$ cat src/rtl/core/pfa_pkg.sv
// shared types and constants of the partition fit allocator
package pfa_pkg;

  localparam int AMOUNT_W    = 16;
  localparam int SLOT_W      = 4;
  localparam int IDX_OUT_W   = 4;
  localparam int POLICY_W    = 2;
  localparam int COUNT_W     = 5;
  localparam int CFG_DATA_W  = 32;
  localparam int CFG_ADDR_W  = 3;
  localparam int QUEUE_DEPTH = 2;
  localparam int QPTR_W      = 1;

  localparam logic ACT_LOAD    = 1'b0;
  localparam logic ACT_REQUEST = 1'b1;

  localparam logic [POLICY_W-1:0] POL_FIRST = 2'd0;
  localparam logic [POLICY_W-1:0] POL_BEST  = 2'd1;
  localparam logic [POLICY_W-1:0] POL_WORST = 2'd2;

  localparam logic REG_POLICY = 1'b0;
  localparam logic REG_COUNT  = 1'b1;

  localparam logic [POLICY_W-1:0] POLICY_RESET = POL_FIRST;
  localparam logic [COUNT_W-1:0]  COUNT_RESET  = 5'd16;

  typedef struct packed {
    logic                action;
    logic [SLOT_W-1:0]   slot_index;
    logic [AMOUNT_W-1:0] amount;
  } item_t;

  typedef struct packed {
    logic  vld;
    item_t item;
  } q_head_t;

endpackage

$ cat src/rtl/core/pfa_if.sv
// request and result channel interfaces of the partition fit allocator
interface pfa_in_if;
  logic                         valid;
  logic                         ready;
  logic                         action;
  logic [pfa_pkg::SLOT_W-1:0]   slot_index;
  logic [pfa_pkg::AMOUNT_W-1:0] amount;

  modport source (output valid, action, slot_index, amount, input ready);
  modport sink   (input valid, action, slot_index, amount, output ready);
endinterface

interface pfa_out_if;
  logic                          valid;
  logic                          ready;
  logic                          fit;
  logic [pfa_pkg::IDX_OUT_W-1:0] partition_index;
  logic [pfa_pkg::AMOUNT_W-1:0]  remaining_size;

  modport source (output valid, fit, partition_index, remaining_size, input ready);
  modport sink   (input valid, fit, partition_index, remaining_size, output ready);
endinterface

$ cat src/rtl/core/pfa_front.sv
// input stage: takes beats and queues them for the allocation engine
module pfa_front (
  input  logic             clk,
  input  logic             rst_n,
  pfa_in_if.sink           in_chan,
  output pfa_pkg::q_head_t head,
  input  logic             pop
);
  import pfa_pkg::*;

  item_t             q_mem [QUEUE_DEPTH];
  logic [QPTR_W-1:0] wr_ptr_r;
  logic [QPTR_W-1:0] rd_ptr_r;
  logic [QPTR_W:0]   cnt_r;
  logic              push;
  logic              do_pop;
  item_t             in_item;

  assign in_chan.ready = (cnt_r != (QPTR_W+1)'(QUEUE_DEPTH));
  assign push          = in_chan.valid & in_chan.ready;
  assign do_pop        = pop & (cnt_r != '0);

  assign in_item.action     = in_chan.action;
  assign in_item.slot_index = in_chan.slot_index;
  assign in_item.amount     = in_chan.amount;

  assign head.vld  = (cnt_r != '0);
  assign head.item = q_mem[rd_ptr_r];

  always_ff @(posedge clk) begin
    if (push) begin
      q_mem[wr_ptr_r] <= in_item;
    end
  end

  always_ff @(posedge clk) begin
    if (!rst_n) begin
      wr_ptr_r <= '0;
      rd_ptr_r <= '0;
      cnt_r    <= '0;
    end else begin
      if (push) begin
        wr_ptr_r <= wr_ptr_r + 1'b1;
      end
      if (do_pop) begin
        rd_ptr_r <= rd_ptr_r + 1'b1;
      end
      if (push && !do_pop) begin
        cnt_r <= cnt_r + 1'b1;
      end else if (!push && do_pop) begin
        cnt_r <= cnt_r - 1'b1;
      end
    end
  end

endmodule

$ cat src/rtl/core/pfa_back.sv
// allocation engine: free size store, slot scan, write back and result register
module pfa_back #(
  parameter int NUM_PARTITIONS = 16,
  parameter int SIZE_BITS      = 16
) (
  input  logic                            clk,
  input  logic                            rst_n,
  input  pfa_pkg::q_head_t                head,
  output logic                            pop,
  input  logic [pfa_pkg::POLICY_W-1:0]    policy,
  input  logic [pfa_pkg::COUNT_W-1:0]     part_count,
  pfa_out_if.source                       out_chan
);
  import pfa_pkg::*;

  localparam int IDX_W = $clog2(NUM_PARTITIONS);
  localparam int CNT_W = IDX_W + 1;
  localparam int PC_W  = (CNT_W > COUNT_W) ? CNT_W : COUNT_W;
  localparam int SL_W  = (CNT_W > SLOT_W) ? CNT_W : SLOT_W;
  localparam int CMP_W = (SIZE_BITS > AMOUNT_W) ? SIZE_BITS : AMOUNT_W;

  typedef enum logic [1:0] {S_IDLE, S_SCAN, S_FINISH} state_t;

  state_t               state_r;
  logic [AMOUNT_W-1:0]  amt_r;
  logic [CNT_W-1:0]     k_r;
  logic                 cmp_go_r;
  logic [IDX_W-1:0]     cmp_idx_r;
  logic                 found_r;
  logic [IDX_W-1:0]     pick_r;
  logic [SIZE_BITS-1:0] pick_size_r;
  logic                 out_valid_r;
  logic                 out_fit_r;
  logic [IDX_OUT_W-1:0] out_idx_r;
  logic [AMOUNT_W-1:0]  out_rem_r;

  logic [SIZE_BITS-1:0] mem [NUM_PARTITIONS];
  logic [NUM_PARTITIONS-1:0] vld_r;
  logic [SIZE_BITS-1:0] rd_data_r;
  logic                 rd_vld_r;

  logic [PC_W-1:0]      pc_ext;
  logic [CNT_W-1:0]     used;
  logic                 rd_en;
  logic                 slot_ok;
  logic                 load_wr;
  logic                 fin_wr;
  logic                 wr_en;
  logic [IDX_W-1:0]     wr_addr;
  logic [SIZE_BITS-1:0] wr_data;
  logic                 out_free;
  logic [SIZE_BITS-1:0] s_cur;
  logic                 hit;
  logic                 take;
  logic [SIZE_BITS-1:0] diff;

  assign pc_ext  = PC_W'(part_count);
  assign used    = (pc_ext > PC_W'(NUM_PARTITIONS)) ? CNT_W'(NUM_PARTITIONS) : CNT_W'(pc_ext);
  assign rd_en   = (state_r == S_SCAN) && (k_r < used);
  assign slot_ok = SL_W'(head.item.slot_index) < SL_W'(NUM_PARTITIONS);
  assign pop     = (state_r == S_IDLE) && head.vld;
  assign out_free = !out_valid_r || out_chan.ready;

  assign load_wr = pop && (head.item.action == ACT_LOAD) && slot_ok;
  assign fin_wr  = (state_r == S_FINISH) && out_free && found_r;
  assign diff    = pick_size_r - SIZE_BITS'(amt_r);
  assign wr_en   = load_wr | fin_wr;
  assign wr_addr = load_wr ? IDX_W'(head.item.slot_index) : pick_r;
  assign wr_data = load_wr ? SIZE_BITS'(head.item.amount) : diff;

  assign s_cur = rd_vld_r ? rd_data_r : '0;
  assign hit   = cmp_go_r && (CMP_W'(s_cur) > CMP_W'(amt_r));
  assign take  = hit && (!found_r ||
                         ((policy == POL_BEST) && (s_cur < pick_size_r)) ||
                         ((policy == POL_WORST) && (s_cur > pick_size_r)));

  assign out_chan.valid           = out_valid_r;
  assign out_chan.fit             = out_fit_r;
  assign out_chan.partition_index = out_idx_r;
  assign out_chan.remaining_size  = out_rem_r;

  // free size store
  always_ff @(posedge clk) begin
    if (wr_en) begin
      mem[wr_addr] <= wr_data;
    end
    if (rd_en) begin
      rd_data_r <= mem[k_r[IDX_W-1:0]];
    end
  end

  always_ff @(posedge clk) begin
    if (!rst_n) begin
      vld_r    <= '0;
      rd_vld_r <= 1'b0;
    end else begin
      if (wr_en) begin
        vld_r[wr_addr] <= 1'b1;
      end
      if (rd_en) begin
        rd_vld_r <= vld_r[k_r[IDX_W-1:0]];
      end
    end
  end

  always_ff @(posedge clk) begin
    if (!rst_n) begin
      state_r     <= S_IDLE;
      cmp_go_r    <= 1'b0;
      found_r     <= 1'b0;
      out_valid_r <= 1'b0;
    end else begin
      if ((state_r == S_FINISH) && out_free) begin
        out_valid_r <= 1'b1;
      end else if (out_chan.ready) begin
        out_valid_r <= 1'b0;
      end
      unique case (state_r)
        S_IDLE: begin
          if (head.vld && (head.item.action == ACT_REQUEST)) begin
            amt_r    <= head.item.amount;
            k_r      <= '0;
            found_r  <= 1'b0;
            cmp_go_r <= 1'b0;
            state_r  <= S_SCAN;
          end
        end
        S_SCAN: begin
          cmp_go_r  <= rd_en;
          cmp_idx_r <= k_r[IDX_W-1:0];
          if (rd_en) begin
            k_r <= k_r + 1'b1;
          end
          if (take) begin
            found_r     <= 1'b1;
            pick_r      <= cmp_idx_r;
            pick_size_r <= s_cur;
          end
          if (!rd_en && !cmp_go_r) begin
            state_r <= S_FINISH;
          end
        end
        S_FINISH: begin
          if (out_free) begin
            out_fit_r   <= found_r | (amt_r == '0);
            out_idx_r   <= found_r ? IDX_OUT_W'(pick_r) : '0;
            out_rem_r   <= found_r ? AMOUNT_W'(diff) : '0;
            state_r     <= S_IDLE;
          end
        end
        default: state_r <= S_IDLE;
      endcase
    end
  end

endmodule

$ cat src/rtl/core/partition_fit_allocator.sv
// top level of the partition fit allocator: config registers, queue and engine
//
// in_chan carries one beat per item: a load (action 0) writes the free size of
// slot_index, a request (action 1) asks for amount. Each request gives exactly
// one beat on out_chan (fit, partition_index, remaining_size); loads give none.
// Items pass through a two-entry queue into the engine. A load writes the free
// size store as it is popped. A request is taken in S_IDLE; S_SCAN then reads
// the store once per slot below used = min(partition_count, NUM_PARTITIONS),
// drains the compare and leaves the scan; S_FINISH then writes back and loads
// the result register. The engine takes no new item until a request has left
// S_FINISH, so the per-slot scan sets the rate. Reset clears all free sizes to
// zero, policy to first fit and the partition count to 16. When out_chan
// stalls the finished result waits in its output register, the engine holds
// the next result, and the queue keeps taking beats until it is full.
// Configuration must be written by the user over the cfg_ port only while the
// block is idle, which the block does not enforce; pready is always high.
module partition_fit_allocator #(
  parameter int NUM_PARTITIONS = 16,
  parameter int SIZE_BITS      = 16
) (
  input  logic                             clk,
  input  logic                             rst_n,
  pfa_in_if.sink                           in_chan,
  pfa_out_if.source                        out_chan,
  input  logic                             cfg_psel,
  input  logic                             cfg_penable,
  input  logic                             cfg_pwrite,
  input  logic [pfa_pkg::CFG_ADDR_W-1:0]   cfg_paddr,
  input  logic [pfa_pkg::CFG_DATA_W-1:0]   cfg_pwdata,
  output logic [pfa_pkg::CFG_DATA_W-1:0]   cfg_prdata,
  output logic                             cfg_pready
);
  import pfa_pkg::*;

  logic [POLICY_W-1:0] policy_r;
  logic [COUNT_W-1:0]  count_r;
  logic                cfg_wr;
  logic                reg_sel;
  q_head_t             head;
  logic                pop;

  assign cfg_pready = 1'b1;
  assign reg_sel    = cfg_paddr[2];
  assign cfg_wr     = cfg_psel & cfg_penable & cfg_pwrite & cfg_pready;
  assign cfg_prdata = (reg_sel == REG_COUNT) ? CFG_DATA_W'(count_r) : CFG_DATA_W'(policy_r);

  always_ff @(posedge clk) begin
    if (!rst_n) begin
      policy_r <= POLICY_RESET;
      count_r  <= COUNT_RESET;
    end else if (cfg_wr) begin
      unique case (reg_sel)
        REG_POLICY: policy_r <= cfg_pwdata[POLICY_W-1:0];
        REG_COUNT:  count_r  <= cfg_pwdata[COUNT_W-1:0];
        default:    policy_r <= policy_r;
      endcase
    end
  end

  pfa_front u_front (
    .clk     (clk),
    .rst_n   (rst_n),
    .in_chan (in_chan),
    .head    (head),
    .pop     (pop)
  );

  pfa_back #(
    .NUM_PARTITIONS (NUM_PARTITIONS),
    .SIZE_BITS      (SIZE_BITS)
  ) u_back (
    .clk        (clk),
    .rst_n      (rst_n),
    .head       (head),
    .pop        (pop),
    .policy     (policy_r),
    .part_count (count_r),
    .out_chan   (out_chan)
  );

endmodule

$ cat src/flat_wrapper.sv
// flat-port wrapper written by rule: the top's interface ports become plain ports
module partition_fit_allocator_flat import pfa_pkg::*;
#(
  parameter int NUM_PARTITIONS = 16,
  parameter int SIZE_BITS      = 16
)
  (clk, rst_n, cfg_psel, cfg_penable, cfg_pwrite, cfg_paddr, cfg_pwdata, cfg_prdata, cfg_pready, in_chan_valid, in_chan_action, in_chan_slot_index, in_chan_amount, in_chan_ready, out_chan_valid, out_chan_fit, out_chan_partition_index, out_chan_remaining_size, out_chan_ready);
  pfa_in_if in_chan_i ();
  pfa_out_if out_chan_i ();
  input  logic clk;
  input  logic rst_n;
  input  logic cfg_psel;
  input  logic cfg_penable;
  input  logic cfg_pwrite;
  input  logic [pfa_pkg::CFG_ADDR_W-1:0] cfg_paddr;
  input  logic [pfa_pkg::CFG_DATA_W-1:0] cfg_pwdata;
  output logic [pfa_pkg::CFG_DATA_W-1:0] cfg_prdata;
  output logic cfg_pready;
  input wire logic [$bits(in_chan_i.valid)-1:0] in_chan_valid;
  input wire logic [$bits(in_chan_i.action)-1:0] in_chan_action;
  input wire logic [$bits(in_chan_i.slot_index)-1:0] in_chan_slot_index;
  input wire logic [$bits(in_chan_i.amount)-1:0] in_chan_amount;
  output wire logic [$bits(in_chan_i.ready)-1:0] in_chan_ready;
  output wire logic [$bits(out_chan_i.valid)-1:0] out_chan_valid;
  output wire logic [$bits(out_chan_i.fit)-1:0] out_chan_fit;
  output wire logic [$bits(out_chan_i.partition_index)-1:0] out_chan_partition_index;
  output wire logic [$bits(out_chan_i.remaining_size)-1:0] out_chan_remaining_size;
  input wire logic [$bits(out_chan_i.ready)-1:0] out_chan_ready;
  assign in_chan_i.valid = in_chan_valid;
  assign in_chan_i.action = in_chan_action;
  assign in_chan_i.slot_index = in_chan_slot_index;
  assign in_chan_i.amount = in_chan_amount;
  assign in_chan_ready = in_chan_i.ready;
  assign out_chan_valid = out_chan_i.valid;
  assign out_chan_fit = out_chan_i.fit;
  assign out_chan_partition_index = out_chan_i.partition_index;
  assign out_chan_remaining_size = out_chan_i.remaining_size;
  assign out_chan_i.ready = out_chan_ready;
  partition_fit_allocator #(.NUM_PARTITIONS(NUM_PARTITIONS), .SIZE_BITS(SIZE_BITS)) u_core (.clk(clk), .rst_n(rst_n), .in_chan(in_chan_i), .out_chan(out_chan_i), .cfg_psel(cfg_psel), .cfg_penable(cfg_penable), .cfg_pwrite(cfg_pwrite), .cfg_paddr(cfg_paddr), .cfg_pwdata(cfg_pwdata), .cfg_prdata(cfg_prdata), .cfg_pready(cfg_pready));
endmodule
$ cat config.mk
export PLATFORM = sky130hd
export DESIGN_NAME = partition_fit_allocator_flat
export DESIGN_NICKNAME = d
export VERILOG_FILES = /design/src/rtl/core/pfa_pkg.sv /design/src/rtl/core/pfa_if.sv /design/src/rtl/core/pfa_front.sv /design/src/rtl/core/pfa_back.sv /design/src/rtl/core/partition_fit_allocator.sv /design/src/flat_wrapper.sv
export SDC_FILE = /design/constraint.sdc
export NUM_CORES = 1
export LEC_CHECK = 0
export BUFFER_PORTS_ARGS = -buffer_cell sky130_fd_sc_hd__buf_2
export CORE_ASPECT_RATIO = 1.4
export CORE_MARGIN = 4
export CORE_UTILIZATION = 55
export CTS_CLUSTER_SIZE = 20
export DETAILED_ROUTE_END_ITERATION = 8
export PLACE_DENSITY = 0.86
export SETUP_SLACK_MARGIN = 0.02
export SYNTH_ARGS = -nofsm -noshare
export SYNTH_HDL_FRONTEND = slang
export SYNTH_HIERARCHICAL = 1
export SYNTH_SLANG_ARGS = --single-unit
$ cat constraint.sdc
create_clock -name clk -period 3.54 [get_ports clk]
set_input_delay 0.354 -clock clk [delete_from_list [all_inputs] [get_ports clk]]
set_output_delay 0.354 -clock clk [all_outputs]
set_load 0.02 [all_outputs]
# --- Word level (Yosys, flattened, before mapping) ---
# Memories as Yosys holds them, arrays and structs flattened. A register that Yosys moved wholly into a read port is not among the register bits.
# Cells that the tools add are included.
totals:
  ram_bits: 298
  memories: 2
  regBits: 99
memory_table:
  columns: ["name", "words", "width", "read_ports", "rd_clocked_by_memory_dff", "wr", "line_no", "text"]
  rows:
  - ["u_core.u_back.mem", 16, 16, 1, 1, 1, "pfa_back.sv:37", "logic [SIZE_BITS-1:0] mem [NUM_PARTITIONS];"]
  - ["u_core.u_front.q_mem", 2, 21, 1, 1, 1, "pfa_front.sv:11", "item_t q_mem [QUEUE_DEPTH];"]
op_classes:
  mux: 30
  n_reduce_logical: 39
  n_lt_le_gt_ge: 8
  add_sub_neg: 6
  bitwise: 9
  eq_ne: 10
op_table:
  columns: ["operator", "n"]
  rows:
  - ["16-bit > comparator", 2]
  - ["16-bit two-way mux", 2]
  - ["5-bit two-way mux", 4]
  - ["16-bit zero test", 1]
  - ["16-bit less-than comparator", 1]
  - ["16-bit bitwise OR", 1]
  - ["16-bit subtractor", 1]
  - ["3-bit AND reduction", 5]
  - ["1-bit logical AND", 14]
  - ["1-bit two-way mux", 12]
  - ["4-bit by 5-bit less-than comparator with 1-bit output (second input constant)", 2]
  - ["2-bit two-way mux", 5]
  - ["5-bit one-hot mux with 2 select lines", 1]
  - ["2-bit != test (second input constant)", 4]
  - ["2-bit AND reduction", 4]
  - ["2-bit nonzero test", 4]
  - ["1-bit zero test", 6]
  - ["2-bit one-hot mux with 3 select lines", 1]
  - ["5-bit by 1-bit adder with 5-bit output (second input constant)", 1]
  - ["5-bit > comparator (second input constant)", 1]
  - ["5-bit less-than comparator", 1]
  - ["1-bit bitwise AND", 4]
  - ["1-bit binary-select mux with 4-bit select", 1]
  - ["1-bit demux with 4-bit select", 1]
  - ["14 further kinds", 23]

# --- Logic depth before layout (Yosys ltp) ---
depth:
  word_depth: 9
  ltp_mapped: 9
  mapped_depth_nobuf: 9

# --- Modules after synthesis ---
# The synthesis kept the hierarchy.
by_module_without_submodules:
  columns: ["mod", "area_per_inst_um2", "seq_area_each_um2", "cells_per_inst", "instances"]
  rows:
  - ["pfa_back", 15334.7, 10590.2, 891, 1]
  - ["pfa_front", 1750.4, 1361.3, 89, 1]
  - ["partition_fit_allocator", 556.8, 140.1, 65, 1]

# --- Worst setup path after synthesis ---
# OpenSTA, ideal clock, no wires.
synth_path:
  kind: "register to register"
  startpoint: "register u_core.u_back.rd_vld_r"
  endpoint: "register u_core.u_back.pick_r[0] (enable)"
  slack_ns: -0.037
  n_path_buf: 1
  period_less_slack_ns: 3.577
  arrival_ns: 3.155
  stages_incl_launch_ff: 10
  path_cell_list: "dfxtp_1 clkbuf_1 and2_1 ha_1 a21oi_1 o21ai_0 a221oi_1 o211ai_1 mux2i_1 nor3_1"
synth_between:
  elab_chain_len: 7
  word_cells_on_any_way: 11
  classes_between: "order compare: 3; mux: 1; reduce/logical: 7"
synth_rtl:
  columns: ["item", "line_no", "text"]
  rows:
  - ["start, declared", "pfa_back.sv:40", "logic rd_vld_r;"]
  - ["start signal, assigned", "pfa_back.sv:101", "rd_vld_r <= vld_r[k_r[IDX_W-1:0]];"]
  - ["16-bit two-way mux *", "pfa_back.sv:71", "assign s_cur = rd_vld_r ? rd_data_r : '0;"]
  - ["named net u_core.u_back.s_cur[5]", "pfa_back.sv:52", "logic [SIZE_BITS-1:0] s_cur;"]
  - ["16-bit less-than comparator", "pfa_back.sv:74", "((policy == POL_BEST) && (s_cur < pick_size_r)) ||"]
  - ["1-bit logical AND", "pfa_back.sv:74", null]
  - ["1-bit logical OR", "pfa_back.sv:73", "assign take = hit && (!found_r ||"]
  - ["1-bit logical OR", "pfa_back.sv:74", null]
  - ["1-bit logical AND *", "pfa_back.sv:73", null]
  - ["3-bit AND reduction (no line) *", null, null]
  - ["end signal, assigned", "pfa_back.sv:136", "pick_r <= cmp_idx_r;"]
  - ["end, declared", "pfa_back.sv:30", "logic [IDX_W-1:0] pick_r;"]
# The timed path passes the listed nets; every way through them passes the cells marked *.
# A chain may end at the register's enable or synchronous reset.

==> impl_metrics.csv <==
group,metric,value,unit
clock_tree,postCtsResizedCells,0,
timing,period_share,90.1,%
critical_path,crit_type,"reg -> reg",
layout,area_growth,12.1,%
critical_path,r2r_start,"u_core/u_front/cnt_r[1]$_SDFFE_PN0P_",
floorplanning,die-width,159,um
clock_tree,h-tree-depth,2,
timing,tns,0,ps
floorplanning,initial_core_util,55.8,%
timing,final.setup_skew,16.2,ps
critical_path,end_kind,"register",
critical_path,critical-path-max-stage-delay,1000,ps
critical_path,crit_chain,"or2_2 > nor3b_2 > nor2b_2 > mux2i_1 > nand2_1 > nor2_2",
routing,wl,39.3,mm
hold_path,min_from,"in_chan_slot_index[1]",
clock_tree,ctsRootBufferMaster,"clkbuf_16",
critical_path,crit_fanout,17,
floorplanning,die_height,220,um
place,portBuffers,61,
timing,setup_viol,0,
yosys,yosys.area_share.xor_xnor,0.844,%
global_route,grt_pass1_wl,59.9,mm
timing,finalHoldViolations,0,
floorplanning,core-area,31600,sq um
yosys,synth_compound_area_share,4.72,%
timing,achievable-frequency,0.313,GHz
yosys,synth_top_family_by_area,"multiplexers",
yosys,ys_types,61,
hold_path,hold_path.class,"in -> reg",
place,gp_congestion,0.903,
layout,fill_cells,2098,
global_route,grt_use_total,22.7,%
yosys,synth_area_leaders,"edfxtp_1 65%, mux4_2 11%, dfxtp_1 3.9%",
routing,drc,0,
routing,wire_per_inst,24.9,um
yosys,synth_edf_count,380,
critical_path,critPathBufInv,0,
yosys,ys.flop_type,"edfxtp_1",
layout,drive_above_1_share,24.7,%
yosys,synthSimpleGateAreaFrac,6.06,%
routing,vias,9631,
yosys,yosysTopAreaCell,"edfxtp_1",
yosys,syn_inst,1045,
critical_path,r2r_slack,350,ps
power_and_ir_drop,leakage,6.97,nW
routing,antenna_left,0,
yosys,syn_area_per_cell,16.9,sq um
clock_tree,cts.sinks,414,
floorplanning,rows,77,
yosys,synth.ff_latch_count,414,
timing,period_minus_slack,3190,ps
routing,vias_per_cell,6.10,
yosys,async_reset_ff_share,0,%
power_and_ir_drop,ir_drop,0.346,mV
timing,worst_slew_pin_slew,1290,ps
layout,final_common_cell,"edfxtp_1",
yosys,ys_warn_count,6,
global_route,grt_max_degree,72,
power_and_ir_drop,p_total,13.0,mW
clock_tree,clk_latency,540,ps
floorplanning,num_io_pins,119,
timing,maxSlewViolCount,0,
critical_path,critPathTopFamily,"simple AND/OR/NAND/NOR gates",
routing,drtPass1Iterations,5,
yosys,synth_fa_ha_area_share,3.72,%
place,dp_hpwl,25.4,mm
layout,final_nets,1268,
yosys,syn_area,17600,sq um
layout,seq_area,12100,sq um
run,maxCapViolCount,0,
layout,diodes,0,
routing,drtIter0Drc,784,
global_route,antenna_found_initial,0,
layout,final_cell_mix,"380 x edfxtp_1, 85 x mux4_2, 61 x buf_2, 51 x nand2_1, 50 x ha_1",
timing,slew_headroom,14.1,%
yosys,synth.top_cell.area_share,64.7,%
yosys,synth_mux_area_share,13.0,%
layout,multi_input_area,5140,sq um
yosys,synth.yosys.seq_area_share,68.5,%
critical_path,worstPathRequired,3680,ps
critical_path,critPathSlowestCell,"nor2_2",
global_route,grt_pass1_vias,10100,
critical_path,crit_path_start_kind,"register",
critical_path,crit_path_start,"u_core/u_front/cnt_r[1]$_SDFFE_PN0P_",
critical_path,cp.arrival,3330,ps
clock_tree,cts_max_path_buffers,3,
power_and_ir_drop,powerDensity,657,nW/um^2
status,status,"finished, final reports clean",
floorplanning,dieArea,35000,sq um
clock_tree,clk_pin_slew_worst_paths,60,ps
timing,rsz0062_at_grt,"false",
global_route,overflow,0,
clock_tree,cts_made_buffers,38,
clock_tree,cts_tree,"yes",
[routing by layer]
metal / GRT usage [%] / up-vias / share of wire (%)
met1: 25.8 / 4908 / 36
li1: - / 4236 / -
met2: 42.4 / 407 / 54
met4: 9.35 / 0 / 4.0
met5: 0 / - / 0
met3: 3.97 / 80 / 6.1
[per-stage QoR]
stage | area [sq um] | hold WS, ps | utilization (%) | worst slack, ps | instances
floorplan | 17700 | 400 | - | 571 | 1071
global placement | 18500 | 401 | 58.6 | 609 | 1501
detailed placement | 18500 | 411 | 58.6 | 403 | 1501
CTS | 19800 | 1.35 | 62.6 | 388 | 1578
global route | 19800 | 6.00 | 62.6 | 209 | 1578
finish | 19800 | 17.7 | 62.6 | 349 | 1578
[area by class of cell]
cell class              instances  area share, %
flip-flops and latches        414           61.1
clock buffers                  47           5.24
inverters                      42          0.797
multi-input cells             550           26.0
well taps                     395           2.50
repair buffers                108           3.55
clock inverters                22          0.778
[state kept, by name, summed over array words and instances, names as in the netlist, 16 cells and up, named ones only]
register and flops:
u_core/u_back/amt_r 16, u_core/u_back/out_chan.remaining_size 16, u_core/u_front/q_mem 42, u_core/u_back/mem 256, u_core/u_back/vld_r 16, u_core/u_back/rd_data_r 16
u_core/u_back/pick_size_r 16
[synthesized netlist by cell type, types with 7 or more instances]
cell type	number
a21o_1	7
a21oi_1	23
and2_1	31
buf_2	15
buf_4	31
clkbuf_1	12
dfxtp_1	34
edfxtp_1	380
ha_1	50
inv_1	42
mux2_2	24
mux2i_1	10
mux4_2	85
nand2_1	51
nand2b_1	10
nand3_1	7
nor2_1	46
nor2b_1	9
nor3_1	21
o21a_1	26
o21ai_0	23
xnor2_1	10
xor2_1	7
[cells by family (layout without fill, tap and decap cells)]
family | after synthesis | after routing
other | 2 | 28
xor gates and xnor gates | 17 | 17
AOI/OAI and AO/OA | 124 | 124
DFF | 414 | 414
buffers and inverters | 107 | 219
adders and majority gates | 52 | 52
muxes | 119 | 119
and+or+nand+nor | 210 | 210
[power breakdown]
group          total, mW  internal [mW]  leakage (nW)  switching, mW
Sequential          6.37           6.25          3.70          0.124
Clock               3.90           2.17         0.591           1.73
Combinational       2.72          0.993          2.69           1.73
Total               13.0           9.41          6.97           3.58
[path summary, 6_finish.rpt]
path	cells past startpoint	end
worst max register to register	6	u_core/u_back/mem[6][10]$_DFFE_PP_
worst max-delay path	6	u_core/u_back/mem[6][10]$_DFFE_PP_
worst min-delay path	1	u_core/u_front/q_mem[0][17]$_DFFE_PP_
worst min register to register	0	u_core/u_back/pick_r[3]$_DFFE_PP_
[timing repair]
item / CTS / global route
hold endpoints to repair: 16 / 0
setup endpoints to repair: 0 / 0
setup buffers: 0 / 0
hold buffers: 8 / 0
No activity file was read; power rests on OpenSTA's default activity.
